File: config.mk
export PLATFORM = sky130hd
export DESIGN_NAME = banked_mmu_address_translator_top_flat
export DESIGN_NICKNAME = d
export VERILOG_FILES = /design/src/bmat_pkg.sv /design/src/bmat_req_if.sv /design/src/bmat_rsp_if.sv /design/src/banked_mmu_address_translator_top.sv /design/src/bmat_regs.sv /design/src/bmat_decode.sv /design/src/flat_wrapper.sv
export SDC_FILE = /design/constraint.sdc
export NUM_CORES = 1
export LEC_CHECK = 0
export BUFFER_PORTS_ARGS = -buffer_cell sky130_fd_sc_hd__buf_2
export CAP_MARGIN = 20
export CORE_ASPECT_RATIO = 1.1
export CORE_MARGIN = 2
export CORE_UTILIZATION = 56
export DETAILED_ROUTE_END_ITERATION = 8
export PLACE_DENSITY = 0.74
export SLEW_MARGIN = 25
export SYNTH_ARGS = -nofsm -noshare
export SYNTH_HDL_FRONTEND = slang
export SYNTH_SLANG_ARGS = --single-unit
File: constraint.sdc
create_clock -name clk -period 3.14 [get_ports clk]
set_clock_uncertainty 0.05 [all_clocks]
set_input_delay 0.157 -clock clk [delete_from_list [all_inputs] [get_ports clk]]
set_output_delay 0.157 -clock clk [all_outputs]
set_load 0.02 [all_outputs]
File: src/bmat_pkg.sv
// Shared types, constants and reset helpers for the banked MMU address translator.
// No dependencies; every other file imports this package.
`default_nettype none

package bmat_pkg;

    localparam int ADDR_W          = 16;
    localparam int DATA_W          = 8;
    localparam int PA_W            = 21;
    localparam int SLOT_W          = 3;
    localparam int OFF_W           = 13;
    localparam int SLOTS_PER_TABLE = 8;
    localparam int TABLE_COUNT_DEF = 4;
    localparam int TBL_IDX_MAX_W   = 5;   // 2-bit table select + slot

    // control byte addresses and bits
    localparam logic [ADDR_W-1:0] MC_ADDR     = 16'h0000;
    localparam logic [ADDR_W-1:0] IO_ADDR     = 16'h0001;
    localparam int                MC_EDIT_BIT = 7;
    localparam int                IO_DIS_BIT  = 2;

    // slot 6 I/O window
    localparam logic [SLOT_W-1:0] IO_SLOT     = 3'd6;
    localparam logic [ADDR_W-1:0] IO_BASE     = 16'hC000;
    localparam logic [ADDR_W-1:0] IO0_END_A   = 16'hD400;
    localparam logic [ADDR_W-1:0] IO0_BASE_B  = 16'hD800;
    localparam logic [ADDR_W-1:0] IO0_END_B   = 16'hD880;

    localparam logic [DATA_W-1:0] FLASH_PAGE_BASE = 8'h40;
    localparam logic [DATA_W-1:0] LAST_SLOT_PAGE  = 8'h7F;

    typedef enum logic [2:0] {
        TGT_RAM   = 3'd0,
        TGT_FLASH = 3'd1,
        TGT_IO0   = 3'd2,
        TGT_IO1   = 3'd3,
        TGT_IO2   = 3'd4,
        TGT_IO3   = 3'd5,
        TGT_TABLE = 3'd6,
        TGT_NONE  = 3'd7
    } target_t;

    typedef struct packed {
        logic              action;
        logic [ADDR_W-1:0] cpu_address;
        logic [DATA_W-1:0] write_data;
    } access_t;

    typedef struct packed {
        target_t           target;
        logic [PA_W-1:0]   physical_address;
        logic [DATA_W-1:0] block_read_data;
    } result_t;

    typedef struct packed {
        logic                     mc_we;
        logic                     io_we;
        logic                     tbl_we;
        logic [TBL_IDX_MAX_W-1:0] idx;
        logic [DATA_W-1:0]        data;
    } wr_req_t;

    // reset page of a slot entry: identity, last slot points at the top flash page
    function automatic logic [DATA_W-1:0] bank_reset(input logic [SLOT_W-1:0] slot);
        logic [DATA_W-1:0] page;
        page = (slot == 3'd7) ? LAST_SLOT_PAGE : {5'b0, slot};
        return page;
    endfunction

endpackage

`default_nettype wire

File: src/bmat_req_if.sv
// Request channel: one bus access per transfer.
// Depends on bmat_pkg.
`default_nettype none

interface bmat_req_if
    import bmat_pkg::*;
();
    logic              valid;
    logic              ready;
    logic              action;
    logic [ADDR_W-1:0] cpu_address;
    logic [DATA_W-1:0] write_data;

    modport source (output valid, output action, output cpu_address, output write_data,
                    input ready);
    modport sink   (input valid, input action, input cpu_address, input write_data,
                    output ready);
endinterface

`default_nettype wire

File: src/bmat_rsp_if.sv
// Response channel: one decoded result per transfer.
// Depends on bmat_pkg.
`default_nettype none

interface bmat_rsp_if
    import bmat_pkg::*;
();
    logic              valid;
    logic              ready;
    logic [2:0]        target;
    logic [PA_W-1:0]   physical_address;
    logic [DATA_W-1:0] block_read_data;

    modport source (output valid, output target, output physical_address,
                    output block_read_data, input ready);
    modport sink   (input valid, input target, input physical_address,
                    input block_read_data, output ready);
endinterface

`default_nettype wire

File: src/banked_mmu_address_translator_top.sv
// Top level of the banked MMU address translator: input stage, decode, result stage.
// Depends on bmat_pkg, bmat_req_if, bmat_rsp_if, bmat_regs, bmat_decode.
//
//  channel | dir | transfer carries
//  --------+-----+--------------------------------------------------
//  req     | in  | action, cpu_address, write_data (one bus access)
//  rsp     | out | target, physical_address, block_read_data
//
// Each access passes through the input stage and then the result stage, at one
// access per clock sustained while rsp is not stalled.
// Table and control-byte writes take effect when the access leaves the input
// stage, so the next access already sees them.
// Reset (rst_n low, asynchronous) empties both stages, clears the control bytes
// and loads every table with its default page map.
// A stalled rsp holds the result stage; the input stage still drains into it in
// the same cycle the result is taken, so req.ready only drops under a full stall.
`default_nettype none

module banked_mmu_address_translator_top
    import bmat_pkg::*;
#(
    parameter int TABLE_COUNT = TABLE_COUNT_DEF
) (
    input  wire logic  clk,
    input  wire logic  rst_n,
    bmat_req_if.sink   req,
    bmat_rsp_if.source rsp
);
    logic              in_valid_reg;
    logic              in_valid_next;
    access_t           in_acc_reg;
    logic              out_valid_reg;
    logic              out_valid_next;
    result_t           out_res_reg;

    logic              in_take;
    logic              in_move;

    logic [TBL_IDX_MAX_W-1:0] rd_idx;
    logic [DATA_W-1:0]        rd_data;
    logic [DATA_W-1:0]        memory_control;
    logic [DATA_W-1:0]        io_control;
    wr_req_t                  dec_wr;
    wr_req_t                  commit_wr;
    result_t                  dec_res;

    // input stage moves on when the result stage is empty or being emptied
    assign in_move   = in_valid_reg && (!out_valid_reg || rsp.ready);
    assign req.ready = !in_valid_reg || in_move;
    assign in_take   = req.valid && req.ready;

    assign in_valid_next  = in_take || (in_valid_reg && !in_move);
    assign out_valid_next = in_move || (out_valid_reg && !rsp.ready);

    always_ff @(posedge clk or negedge rst_n)
    begin
        if (!rst_n)
        begin
            in_valid_reg  <= 1'b0;
            out_valid_reg <= 1'b0;
        end
        else
        begin
            in_valid_reg  <= in_valid_next;
            out_valid_reg <= out_valid_next;
        end
    end

    always_ff @(posedge clk)
    begin
        if (in_take)
        begin
            in_acc_reg <= '{action: req.action, cpu_address: req.cpu_address,
                            write_data: req.write_data};
        end
        if (in_move)
        begin
            out_res_reg <= dec_res;
        end
    end

    // state changes only when the access is committed to the result stage
    always_comb
    begin
        commit_wr        = dec_wr;
        commit_wr.mc_we  = dec_wr.mc_we  && in_move;
        commit_wr.io_we  = dec_wr.io_we  && in_move;
        commit_wr.tbl_we = dec_wr.tbl_we && in_move;
    end

    bmat_regs #(
        .TABLE_COUNT (TABLE_COUNT)
    ) u_regs (
        .clk            (clk),
        .rst_n          (rst_n),
        .wr             (commit_wr),
        .rd_idx         (rd_idx),
        .rd_data        (rd_data),
        .memory_control (memory_control),
        .io_control     (io_control)
    );

    bmat_decode #(
        .TABLE_COUNT (TABLE_COUNT)
    ) u_decode (
        .acc            (in_acc_reg),
        .memory_control (memory_control),
        .io_control     (io_control),
        .rd_data        (rd_data),
        .rd_idx         (rd_idx),
        .wr             (dec_wr),
        .res            (dec_res)
    );

    assign rsp.valid            = out_valid_reg;
    assign rsp.target           = out_res_reg.target;
    assign rsp.physical_address = out_res_reg.physical_address;
    assign rsp.block_read_data  = out_res_reg.block_read_data;

endmodule

`default_nettype wire

File: src/bmat_regs.sv
// Bank tables and control-byte shadows, one combinational read port.
// Depends on bmat_pkg.
`default_nettype none

module bmat_regs
    import bmat_pkg::*;
#(
    parameter int TABLE_COUNT = TABLE_COUNT_DEF
) (
    input  wire logic                     clk,
    input  wire logic                     rst_n,
    input  wire wr_req_t                  wr,
    input  wire logic [TBL_IDX_MAX_W-1:0] rd_idx,
    output logic [DATA_W-1:0]             rd_data,
    output logic [DATA_W-1:0]             memory_control,
    output logic [DATA_W-1:0]             io_control
);
    localparam int DEPTH = TABLE_COUNT * SLOTS_PER_TABLE;
    localparam int IDX_W = $clog2(DEPTH);

    logic [DATA_W-1:0] tbl_reg [DEPTH];
    logic [DATA_W-1:0] memory_control_reg;
    logic [DATA_W-1:0] io_control_reg;

    always_ff @(posedge clk or negedge rst_n)
    begin
        if (!rst_n)
        begin
            for (int i = 0; i < DEPTH; i++)
            begin
                tbl_reg[i] <= bank_reset(SLOT_W'(i));
            end
            memory_control_reg <= '0;
            io_control_reg     <= '0;
        end
        else
        begin
            for (int i = 0; i < DEPTH; i++)
            begin
                if (wr.tbl_we && (wr.idx[IDX_W-1:0] == IDX_W'(i)))
                begin
                    tbl_reg[i] <= wr.data;
                end
            end
            if (wr.mc_we)
            begin
                memory_control_reg <= wr.data;
            end
            if (wr.io_we)
            begin
                io_control_reg <= wr.data;
            end
        end
    end

    assign rd_data        = tbl_reg[rd_idx[IDX_W-1:0]];
    assign memory_control = memory_control_reg;
    assign io_control     = io_control_reg;

endmodule

`default_nettype wire

File: src/bmat_decode.sv
// Combinational decode of one access against the current control bytes and table.
// Depends on bmat_pkg.
`default_nettype none

module bmat_decode
    import bmat_pkg::*;
#(
    parameter int TABLE_COUNT = TABLE_COUNT_DEF
) (
    input  wire access_t                  acc,
    input  wire logic [DATA_W-1:0]        memory_control,
    input  wire logic [DATA_W-1:0]        io_control,
    input  wire logic [DATA_W-1:0]        rd_data,
    output logic [TBL_IDX_MAX_W-1:0]      rd_idx,
    output wr_req_t                       wr,
    output result_t                       res
);
    logic [ADDR_W-1:0]        a;
    logic [1:0]               edit_sel;
    logic [1:0]               map_sel;
    logic [TBL_IDX_MAX_W-1:0] edit_idx;
    logic [TBL_IDX_MAX_W-1:0] map_idx;
    logic                     is_ctrl;
    logic                     is_win;
    logic                     io_mapped;
    logic                     io0_present;
    logic [PA_W-1:0]          io_off;
    logic [PA_W-1:0]          mapped_pa;

    // fold a 2-bit table selector onto the tables present (at most three subtracts)
    function automatic logic [1:0] wrap_sel(input logic [1:0] sel);
        logic [2:0] v;
        v = {1'b0, sel};
        for (int k = 0; k < 3; k++)
        begin
            if (v >= 3'(TABLE_COUNT))
            begin
                v = v - 3'(TABLE_COUNT);
            end
        end
        return v[1:0];
    endfunction

    assign a        = acc.cpu_address;
    // selector beyond the implemented tables wraps
    assign edit_sel = wrap_sel(memory_control[5:4]);
    assign map_sel  = wrap_sel(memory_control[1:0]);
    assign edit_idx = {edit_sel, a[SLOT_W-1:0]};
    assign map_idx  = {map_sel, a[ADDR_W-1 -: SLOT_W]};

    assign is_ctrl = (a[ADDR_W-1:3] == '0);
    assign is_win  = (a[ADDR_W-1:4] == '0) && a[3];
    assign rd_idx  = is_win ? edit_idx : map_idx;

    assign io_mapped   = (a[ADDR_W-1 -: SLOT_W] == IO_SLOT) && !io_control[IO_DIS_BIT];
    assign io0_present = (a < IO0_END_A) || ((a >= IO0_BASE_B) && (a < IO0_END_B));
    assign io_off      = PA_W'(a - IO_BASE);
    assign mapped_pa   = {rd_data, a[OFF_W-1:0]};

    always_comb
    begin
        wr      = '0;
        wr.data = acc.write_data;
        wr.idx  = edit_idx;
        res     = '{target: TGT_RAM, physical_address: PA_W'(a), block_read_data: '0};

        if (is_ctrl)
        begin
            wr.mc_we = acc.action && (a == MC_ADDR);
            wr.io_we = acc.action && (a == IO_ADDR);
        end
        else if (is_win)
        begin
            if (memory_control[MC_EDIT_BIT])
            begin
                res.target           = TGT_TABLE;
                res.physical_address = PA_W'(edit_idx);
                if (acc.action)
                begin
                    wr.tbl_we = 1'b1;
                end
                else
                begin
                    res.block_read_data = rd_data;
                end
            end
        end
        else if (rd_data >= FLASH_PAGE_BASE)
        begin
            // flash wins over I/O redirection
            res.target           = TGT_FLASH;
            res.physical_address = mapped_pa;
        end
        else if (io_mapped)
        begin
            res.physical_address = io_off;
            case (io_control[1:0])
                2'd1:    res.target = TGT_IO1;
                2'd2:    res.target = TGT_IO2;
                2'd3:    res.target = TGT_IO3;
                default:
                begin
                    if (io0_present)
                    begin
                        res.target = TGT_IO0;
                    end
                    else
                    begin
                        res.target           = TGT_NONE;
                        res.physical_address = '0;
                    end
                end
            endcase
        end
        else
        begin
            res.physical_address = mapped_pa;
        end
    end

endmodule

`default_nettype wire

File: src/flat_wrapper.sv
// flat-port wrapper written by rule: the top's interface ports become plain ports
module banked_mmu_address_translator_top_flat import bmat_pkg::*;
#(
    parameter int TABLE_COUNT = TABLE_COUNT_DEF
)
  (clk, rst_n, req_valid, req_action, req_cpu_address, req_write_data, req_ready, rsp_valid, rsp_target, rsp_physical_address, rsp_block_read_data, rsp_ready);
  bmat_req_if req_i ();
  bmat_rsp_if rsp_i ();
  input  wire logic clk;
  input  wire logic rst_n;
  input wire logic [$bits(req_i.valid)-1:0] req_valid;
  input wire logic [$bits(req_i.action)-1:0] req_action;
  input wire logic [$bits(req_i.cpu_address)-1:0] req_cpu_address;
  input wire logic [$bits(req_i.write_data)-1:0] req_write_data;
  output wire logic [$bits(req_i.ready)-1:0] req_ready;
  output wire logic [$bits(rsp_i.valid)-1:0] rsp_valid;
  output wire logic [$bits(rsp_i.target)-1:0] rsp_target;
  output wire logic [$bits(rsp_i.physical_address)-1:0] rsp_physical_address;
  output wire logic [$bits(rsp_i.block_read_data)-1:0] rsp_block_read_data;
  input wire logic [$bits(rsp_i.ready)-1:0] rsp_ready;
  assign req_i.valid = req_valid;
  assign req_i.action = req_action;
  assign req_i.cpu_address = req_cpu_address;
  assign req_i.write_data = req_write_data;
  assign req_ready = req_i.ready;
  assign rsp_valid = rsp_i.valid;
  assign rsp_target = rsp_i.target;
  assign rsp_physical_address = rsp_i.physical_address;
  assign rsp_block_read_data = rsp_i.block_read_data;
  assign rsp_i.ready = rsp_ready;
  banked_mmu_address_translator_top #(.TABLE_COUNT(TABLE_COUNT)) u_core (.clk(clk), .rst_n(rst_n), .req(req_i), .rsp(rsp_i));
endmodule
==> results.py <==
metrics = {
    "critical_path": {
        "reg2reg_depth": 13,
        "critPathMaxFanout": 14,
        "critical_path.endpoint_type": "register",
        "cpMostUsedCell": "buf_4",
        "cp.arrival_ns": 3.82,
        "crit_path_cell_trace": "buf_4 -> buf_4 -> buf_4 -> or2_2 -> o41ai_2 -> buf_4 -> and2_1 -> buf_6 -> a211oi_1 -> a2111oi_0 -> a2111o_1 -> a211oi_4 -> o311ai_1",
        "worst-r2r-setup-slack_ns": -0.41,
        "r2r_end": "u_core.rsp.physical_address[15]",
        "required_ns": 3.41,
        "max_stage_delay_ns": 0.50,
        "worstSetupPathType": "reg -> reg",
        "crit_family": "compound AO/OA/AOI/OAI gates",
        "r2r-start": "u_core.in_acc_reg[20]",
        "path_buf_inv": 5,
        "critical_path.startpoint_type": "register",
        "cpMaxStageDelayCell": "a2111oi_0",
    },
    "routing": {
        "vias": 11884,
        "ant_nets": 0,
        "initialDrtViolationCount": 1156,
        "vias_per_cell": 6.26,
        "routed_wl_um": 45500,
        "dr.pass1.iters": 5,
        "post_drt_wl_per_cell_um": 24.0,
        "drcViolationCount": 0,
    },
    "synth": {
        "ys_ff_latch": 323,
        "ys_types": 62,
        "synth-edff-count": 57,
        "synth_cells": 1280,
        "ys_seq_area_share_pct": 55.3,
        "synthFlopType": "dfrtp_1",
        "ys_warn_count": 0,
        "synthAdderAreaFrac_pct": 0.164,
        "syn_area_um2": 15300,
        "synth_xor_xnor_area_share_pct": 0,
        "synthMuxAreaShare_pct": 21.1,
        "yosys.area_share.simple_pct": 12.3,
        "synth.avg_cell_area_um2": 11.9,
        "synth_compound_area_share_pct": 8.31,
        "syn_nets": 1311,
        "async_reset_ff_share_pct": 82.4,
        "synth_top_family_by_area": "multiplexers",
    },
    "power_and_ir_drop": {
        "p_int_w": 0.00698,
        "swShare_pct": 24.3,
        "p_seq_share_pct": 47.6,
        "switchingPower_w": 0.00224,
        "total_power_w": 0.00922,
        "combPwrFrac_pct": 8.7,
        "ir_drop_mv": 0.443,
        "p_leak_nw": 8.74,
        "p_per_area_nw_per_um2": 466,
        "pwr-share-clk_pct": 43.7,
    },
    "clocking": {
        "tritoncts": "built",
        "htreeDepth": 2,
        "cts_buffers": 36,
        "clk_latency_ns": 0.52,
        "clkSinkCount": 323,
        "cts.path.max_buffers": 3,
        "path_clk_slew_ns": 0.06,
        "cts-root-buf": "clkbuf_16",
    },
    "grt": {
        "grt_pass1_wl_um": 69400,
        "track_usage_pct": 31.7,
        "antenna_found_initial": 0,
        "grt_start_max_net_pins": 123,
        "grt_pass1_vias": 12145,
        "grt_overflow": 0,
    },
    "finish": {
        "finalNonFillerCells": 1898,
        "synthToLayoutAreaGrowth_pct": 29.3,
        "nNetsFinal": 1545,
        "drive_above_1_share_pct": 48.2,
        "largest_reg_flops": 256,
        "antennaDiodeCount": 0,
        "fin_area_um2": 19800,
    },
    "placed_design": {
        "gp_congestion": 0.943,
        "dp_cells": 1772,
        "dpl-instance-area_um2": 17300,
        "post-dp-hpwl_um": 29300,
        "io_buffers": 62,
    },
    "timing": {
        "tightest_slew_ns": 1.06,
        "fmax_mhz": 282,
        "finalHoldViolCount": 0,
        "fin_crit_sh_pct": 113,
        "fin_setup_tns_ns": -26.38,
        "min_period_ns": 3.55,
        "finalMaxSlewViolations": 0,
        "fin_ws_ns": -0.410,
        "rsz0062_at_grt": "yes",
        "slew_headroom_pct": 29.2,
        "setup_violations": 261,
    },
    "die": {
        "dieArea_um2": 28600,
        "die_x_um": 162,
        "num_rows": 63,
        "boundaryPins": 63,
        "initial_core_util_pct": 56.9,
        "fp.coreArea_um2": 26900,
        "dieHeight_um": 177,
    },
    "run_status": {
        "status": "complete, but fails checks",
        "violations": "setup timing",
    },
    "min_path": {
        "hold_class": "in -> async",
    },
    "run": {
        "max_cap_viol_count": 0,
    },
}
-- worst max path at each step --
stage	startpoint	endpoint	slack [ns]	cells after the start
after global routing	u_core.in_acc_reg[14]	u_core.rsp.physical_address[2]	-0.45	10
after floorplan	u_core.in_acc_reg[21]	u_core.rsp.physical_address[10]	-0.17	10
final	u_core.in_acc_reg[20]	u_core.rsp.physical_address[15]	-0.41	13
after CTS	u_core.in_acc_reg[20]	u_core.rsp.physical_address[17]	-0.31	12
after global placement	u_core.in_acc_reg[19]	u_core.rsp.block_read_data[4]	-0.48	12
after detailed placement	u_core.in_acc_reg[19]	u_core.rsp.physical_address[17]	-0.54	12
-- Yosys cell counts (8+ instances only) --
cell	count	area share (%)
a211o_1	8	0.46
a211oi_1	31	1.5
a21boi_1	10	0.49
a21oi_1	11	0.36
a311oi_1	26	1.5
a31oi_1	20	0.82
and3_1	14	0.57
buf_2	19	0.62
clkbuf_1	65	1.6
dfrtp_1	202	33
dfstp_2	64	11
edfxtp_1	57	11
inv_1	18	0.44
mux2_2	249	18
mux2i_1	26	1.7
nand2_1	139	3.4
nand2b_1	12	0.49
nand3_1	98	3.2
nand4_1	16	0.65
nor2_1	22	0.54
nor2_2	23	0.94
nor3_1	15	0.49
o21ai_0	51	1.7
-- cell type report --
cell class	instances	area (um^2)
Clock inverter	11	67.6
Timing Repair Buffer	287	2650
Multi-Input combinational cell	847	7020
Inverter	19	71.3
Clock buffer	54	1060
Tap cell	357	447
Sequential cell	323	8450
Fill cell	1725	7110
-- logic make-up (layout without fill, tap and decap cells) --
kind of cell | Yosys count | after routing
AO/OA/AOI/OAI | 182 | 182
adder cells (fa/ha/maj) | 2 | 2
multiplexers | 286 | 286
AND/OR/NAND/NOR | 377 | 377
buffers and inverters | 110 | 371
flip-flops | 323 | 323
-- repair_timing --
action,4_1_cts,5_1_grt
gates cloned,0,1
setup buffers,9,20
pin swaps,32,36
setup endpoints to repair,272,284
hold buffers,29,0
resized for setup,107,56
hold endpoints to repair,110,0
-- power by group through the flow --
| stage | Sequential, W | Combinational [W] | Clock (W) |
|---|---|---|---|
| 4_1_cts | 0.00439 | 0.000751 | 0.00407 |
| 3_3_place_gp | 0.00446 | 0.000660 | 0 |
| 2_1_floorplan | 0.00449 | 0.000291 | 0 |
| 6_report | 0.00439 | 0.000804 | 0.00403 |
| 3_5_place_dp | 0.00446 | 0.000671 | 0 |
| 5_1_grt | 0.00439 | 0.000854 | 0.00425 |
-- through the flow --
stage / util [%] / hold WS, ns / worst slack [ns]
final: 73.6 / 0.270 / -0.410
after global routing: 73.6 / 0.295 / -0.450
after CTS: 71.9 / 0.287 / -0.310
after detailed placement: 64.5 / 0.275 / -0.541
after global placement: 64.5 / 0.265 / -0.477
after floorplan: - / -0.189 / -0.172
-- routing by layer --
| layer | GRT usage [%] | share of wire, % | up-vias |
|---|---|---|---|
| met3 | 6.07 | 6.9 | 132 |
| met1 | 40.1 | 40 | 6051 |
| met5 | 0 | 0 | - |
| met2 | 53.1 | 49 | 535 |
| met4 | 14.7 | 4.8 | 0 |
| li1 | - | - | 5166 |
-- placed cells by master (no fill, tap or decap), types with 5 or more instances in the layout --
master	n
buf_2	61
nor2_1	18
nand4_1	16
nand2_1	130
dlygate4sd3_1	29
buf_4	126
mux2_2	247
a211o_1	8
dfstp_2	64
nand3_1	94
buf_8	5
mux2_1	6
clkinv_2	5
a31oi_1	16
inv_1	18
clkbuf_8	5
buf_12	32
mux2i_1	23
buf_6	33
mux2i_4	5
dfrtp_1	202
a311oi_1	12
nor3_1	15
a21oi_1	8
nand2b_1	12
o21ai_1	8
nor2_4	23
clkbuf_1	11
a311oi_2	14
edfxtp_1	57
and3_1	14
a211oi_1	14
a21boi_1	11
a211oi_2	17
clkbuf_16	39
nor2b_1	5
nand2_4	5
o21ai_0	44
Note: power is estimated with default switching activity, not from simulation.
